### src/rtl/ismc_pkg.sv
// shared types and constants for the integer stack machine core
// no dependencies; used by the interfaces, the divider and the top level
package ismc_pkg;

  localparam int WORD_W        = 32;
  localparam int KIND_W        = 4;
  localparam int DEPTH_W       = 9;
  localparam int STATUS_W      = 2;
  localparam int STACK_DEPTH_DEF = 256;

  localparam logic [KIND_W-1:0] OP_CONST = 4'd0;
  localparam logic [KIND_W-1:0] OP_ADD   = 4'd1;
  localparam logic [KIND_W-1:0] OP_SUB   = 4'd2;
  localparam logic [KIND_W-1:0] OP_MUL   = 4'd3;
  localparam logic [KIND_W-1:0] OP_DIV   = 4'd4;
  localparam logic [KIND_W-1:0] OP_MOD   = 4'd5;
  localparam logic [KIND_W-1:0] OP_LT    = 4'd6;
  localparam logic [KIND_W-1:0] OP_LE    = 4'd7;
  localparam logic [KIND_W-1:0] OP_GT    = 4'd8;
  localparam logic [KIND_W-1:0] OP_GE    = 4'd9;
  localparam logic [KIND_W-1:0] OP_EQ    = 4'd10;
  localparam logic [KIND_W-1:0] OP_NE    = 4'd11;
  localparam logic [KIND_W-1:0] OP_NEG   = 4'd12;
  localparam logic [KIND_W-1:0] OP_RET   = 4'd13;

  localparam logic [STATUS_W-1:0] ST_OK    = 2'd0;
  localparam logic [STATUS_W-1:0] ST_UNDER = 2'd1;
  localparam logic [STATUS_W-1:0] ST_OVER  = 2'd2;
  localparam logic [STATUS_W-1:0] ST_DIVZ  = 2'd3;

  typedef struct packed {
    logic              start;
    logic              is_mod;
    logic [WORD_W-1:0] a;
    logic [WORD_W-1:0] b;
  } div_req_t;

  typedef struct packed {
    logic              busy;
    logic              done;
    logic [WORD_W-1:0] result;
  } div_rsp_t;

endpackage

### src/rtl/ismc_div.sv
// iterative signed divider, one quotient bit per cycle, c-style truncation
// depends on ismc_pkg for the request and response structs
module ismc_div (
  input  logic               clk,
  input  logic               rst_n,
  input  ismc_pkg::div_req_t req,
  output ismc_pkg::div_rsp_t rsp
);

  localparam int W     = ismc_pkg::WORD_W;
  localparam int CNT_W = $clog2(W);

  logic             busy_r;
  logic             done_r;
  logic [CNT_W-1:0] cnt_r;
  logic [W-1:0]     q_r;
  logic [W-1:0]     rem_r;
  logic [W-1:0]     d_r;
  logic             neg_q_r;
  logic             neg_r_r;
  logic             is_mod_r;

  logic [W:0]   rem_sh;
  logic [W:0]   diff;
  logic         take;
  logic [W-1:0] rem_nxt;
  logic [W-1:0] abs_a;
  logic [W-1:0] abs_b;
  logic [W-1:0] mag;
  logic         neg;

  assign abs_a   = req.a[W-1] ? (~req.a + 1'b1) : req.a;
  assign abs_b   = req.b[W-1] ? (~req.b + 1'b1) : req.b;
  assign rem_sh  = {rem_r, q_r[W-1]};
  assign diff    = rem_sh - {1'b0, d_r};
  assign take    = ~diff[W];
  assign rem_nxt = take ? diff[W-1:0] : rem_sh[W-1:0];

  always_ff @(posedge clk) begin
    if (!rst_n) begin
      busy_r <= 1'b0;
      done_r <= 1'b0;
      cnt_r  <= '0;
    end else begin
      done_r <= busy_r && !req.start && (cnt_r == CNT_W'(W - 1));
      if (req.start) begin
        busy_r   <= 1'b1;
        cnt_r    <= '0;
        q_r      <= abs_a;
        d_r      <= abs_b;
        rem_r    <= '0;
        neg_q_r  <= req.a[W-1] ^ req.b[W-1];
        neg_r_r  <= req.a[W-1];
        is_mod_r <= req.is_mod;
      end else if (busy_r) begin
        rem_r <= rem_nxt;
        q_r   <= {q_r[W-2:0], take};
        cnt_r <= cnt_r + 1'b1;
        if (cnt_r == CNT_W'(W - 1)) begin
          busy_r <= 1'b0;
        end
      end
    end
  end

  assign mag = is_mod_r ? rem_r : q_r;
  assign neg = is_mod_r ? neg_r_r : neg_q_r;

  assign rsp.busy   = busy_r;
  assign rsp.done   = done_r;
  assign rsp.result = neg ? (~mag + 1'b1) : mag;

endmodule

### config.mk
export PLATFORM = sky130hd
export DESIGN_NAME = ismc_div
export DESIGN_NICKNAME = d
export VERILOG_FILES = /design/src/rtl/ismc_pkg.sv /design/src/rtl/ismc_div.sv
export SDC_FILE = /design/constraint.sdc
export NUM_CORES = 1
export LEC_CHECK = 0
export BUFFER_PORTS_ARGS = -buffer_cell sky130_fd_sc_hd__buf_4
export CAP_MARGIN = 20
export CORE_ASPECT_RATIO = 0.9
export CORE_MARGIN = 2
export CORE_UTILIZATION = 40
export DETAILED_ROUTE_END_ITERATION = 10
export PLACE_DENSITY = 0.67
export SETUP_SLACK_MARGIN = 0.05
export SYNTH_ARGS = -nofsm -noshare
export SYNTH_HDL_FRONTEND = slang
export SYNTH_SLANG_ARGS = --single-unit
### constraint.sdc
create_clock -name clk -period 8.25 [get_ports clk]
set_input_delay 2.0625 -clock clk [delete_from_list [all_inputs] [get_ports clk]]
set_output_delay 2.0625 -clock clk [all_outputs]
set_load 0.02 [all_outputs]
==> results.cfg <==
[clocking]
clk_latency_ns = 0.37
cts.sinks = 106
post_cts_buffers = 0
clock-root-buffer = clkbuf_16
cts.htree.levels = 3
cts_tree = built
clock_path_buffers = 2
hold_buffers = 0
path_clk_slew_ns = 0.08
cts_buffers = 9
cts_resized = 0

[sta]
fmax_mhz = 153
rsz0062_at_grt = no
worstMarginPinSlew_ns = 0.958
fin_skew_ns = 0.0139
fin_crit_sh_pct = 79.1
setup_viol = 0
fin_crit_ns = 6.53
relSlewSlack_pct = 36.1
fin_setup_tns_ns = 0
slew_viol_final = 0
hold_viol = 0
finalWorstSetupSlack_ns = 1.72

[synthesis]
synth_largest_area_cell = edfxtp_1
ys_ff_latch = 106
synthTopCellsByArea = edfxtp_1 36%, xnor2_1 6.3%, mux2i_1 6.1%, xor2_1 5.6%, ha_1 5.5%
yosysSeqAreaShare_pct = 37.3
netlist_instances = 903
synth_area_um2 = 8350
synthFlopType = edfxtp_1
syn_area_per_cell_um2 = 9.25
ys_warn_count = 0
ys_types = 63
synth_edf_count = 99
synth.top_cell.area_share_pct = 35.6
synth_async_sr_flop_share_pct = 0
synthesis.nets = 1009

[drt]
drt_iter0_drc = 605
wire_per_inst_um = 17.1
vias = 6962
via_per_inst = 5.57
drc = 0
first_pass_iters = 5
wl_um = 21400
postRouteAntennaNets = 0

[critical_path]
path_buf_inv = 2
start_kind = flop
cp.arrival_ns = 4.46
slowest_stage = a21boi_0
worst-path-max-fanout = 42
worstPathRequired_ns = 6.19
cp_slowest_stage_delay_ns = 0.62
end_kind = output pin
cp_top_family = compound AO/OA/AOI/OAI gates
criticalPathCategory = reg -> out
path_cells = buf_4 > nand2b_1 > o32a_1 > o41ai_1 > a21boi_0 > nand2b_1 > a21oi_1 > o21ai_0 > xnor2_1 > buf_4

[cells_and_area]
num_antenna_cells = 0
drive_gt1_share_pct = 15.3
nFillCells = 2004
nets = 1091
area_growth_pct = 15.4

[placed_design]
place_congestion = 0.911
portBuffers = 101
dp_hpwl_um = 16300
pre_cts_ws_ns = 2.26

[flow_run]
maxCapViolations = 0

[hold_path]
hp-class = reg -> reg

[global_routing]
first_global_vias = 6302
overflow = 0
grt_first_pass_wirelength_um = 33800
antenna_found_initial = 0
grt_start_max_net_pins = 91
track_usage_pct = 19.5

[floorplanning]
die_w_um = 156
io_pins = 102
die_area_um2 = 22100
core_area_um2 = 20600
initial_core_util_pct = 40.5
std_cell_rows = 50
die_h_um = 141

[pwr]
power_density_nw_per_um2 = 188
power.leakage_uw = 0.00384
peakVddDrop_mv = 0.0874

[run_status]
status = finished clean
-- worst reg2reg max path: stages (launching register included) --
cell and delay, ns:
edfxtp_1 0.50, ha_1 0.47, nand3_1 0.15, or3_1 0.41, or4_1 0.54, a211oi_1 0.25
a211o_1 0.77, buf_4 0.45, nand2_1 0.25, o32ai_1 0.34
-- path summary, 6_finish.rpt --
check                           startpoint        end  slack, ns  depth (start not counted)
worst max-delay path              is_mod_r    rsp[29]       1.72                         10
worst min register to register    cnt_r[4]   cnt_r[4]       0.51                          2
worst min-delay path              cnt_r[4]   cnt_r[4]       0.51                          2
worst max register to register   rem_r[27]  rem_r[15]       3.95                          9
-- flip-flops by register name (all words and copies together), names as in the netlist --
register / cells
neg_r_r: 1
cnt_r: 5
rem_r: 32
is_mod_r: 1
neg_q_r: 1
busy_r: 1
d_r: 32
q_r: 32
done_r: 1
-- synth_stat cells, types with 21 or more instances --
library cell  count
ha_1             37
clkbuf_1         28
o21ai_0          61
xnor2_1          60
nor3_1           21
nor2_1           91
inv_1            42
xor2_1           53
nand2_1          72
edfxtp_1         99
mux2i_1          51
a21oi_1          61
-- cells by family (layout without fill, tap and decap cells) --
| kind of cell | count (synthesis) | count (layout) | share of synthesized area, % |
|---|---|---|---|
| and+or+nand+nor | 286 | 286 | 17.0 |
| AOI/OAI and AO/OA | 220 | 220 | 17.0 |
| xor gates and xnor gates | 113 | 113 | 11.8 |
| DFF | 106 | 106 | 37.3 |
| buffers and inverters | 79 | 166 | 3.70 |
| muxes | 61 | 61 | 7.46 |
| adders and majority gates | 38 | 38 | 5.78 |
-- placed cells by master, fill, tap and decap left out, types with 10 or more instances in the layout --
| cell type | n |
|---|---|
| nor2b_1 | 10 |
| o21ai_0 | 61 |
| mux2_2 | 10 |
| nand2b_1 | 19 |
| edfxtp_1 | 99 |
| o31ai_1 | 19 |
| xor2_1 | 53 |
| xnor2_1 | 60 |
| nand2_1 | 72 |
| nor3_1 | 21 |
| a21o_1 | 13 |
| nor2_1 | 91 |
| ha_1 | 37 |
| or4_1 | 12 |
| buf_4 | 107 |
| inv_1 | 42 |
| mux2i_1 | 51 |
| o21a_1 | 10 |
| a21oi_1 | 61 |
-- per-stage QoR --
stage / std cells / hold WS [ns] / util [%] / total power [uW] / instance area [um^2]
6_report: 1250 / 0.512 / 46.7 / 1820 / 9640
4_1_cts: 1250 / 0.515 / 46.7 / 1820 / 9640
2_1_floorplan: 903 / 0.467 / - / 1170 / 8350
3_3_place_gp: 1234 / 0.484 / 45.2 / 1370 / 9340
3_5_place_dp: 1234 / 0.494 / 45.2 / 1380 / 9340
5_1_grt: 1250 / 0.555 / 46.7 / 1920 / 9640
-- routing by layer --
metal / vias up / wire length [um] / global-route usage (%)
met1: 3323 / 10500 / 28.4
met3: 20 / 1020 / 2.92
met2: 161 / 9520 / 29.9
met4: 0 / 354 / 5.55
met5: - / 0 / 0
li1: 3458 / - / -
-- where the power goes --
group	internal [uW]	total [uW]	leakage (uW)	switching, uW
clock network	217	443	0.000151	226
registers	654	702	0.000999	47.3
logic	287	671	0.00269	383
-- area by class of cell --
cell class              count  area [um^2]  area share (%)
clock buffers               9          225            2.34
clock inverters             7         76.3           0.792
inverters                  43          161            1.67
multi-input cells         718         4930            51.2
flip-flops and latches    106         3110            32.3
well taps                 260          325            3.38
repair buffers            107          803            8.34
Power figures use the tool's default switching activity.
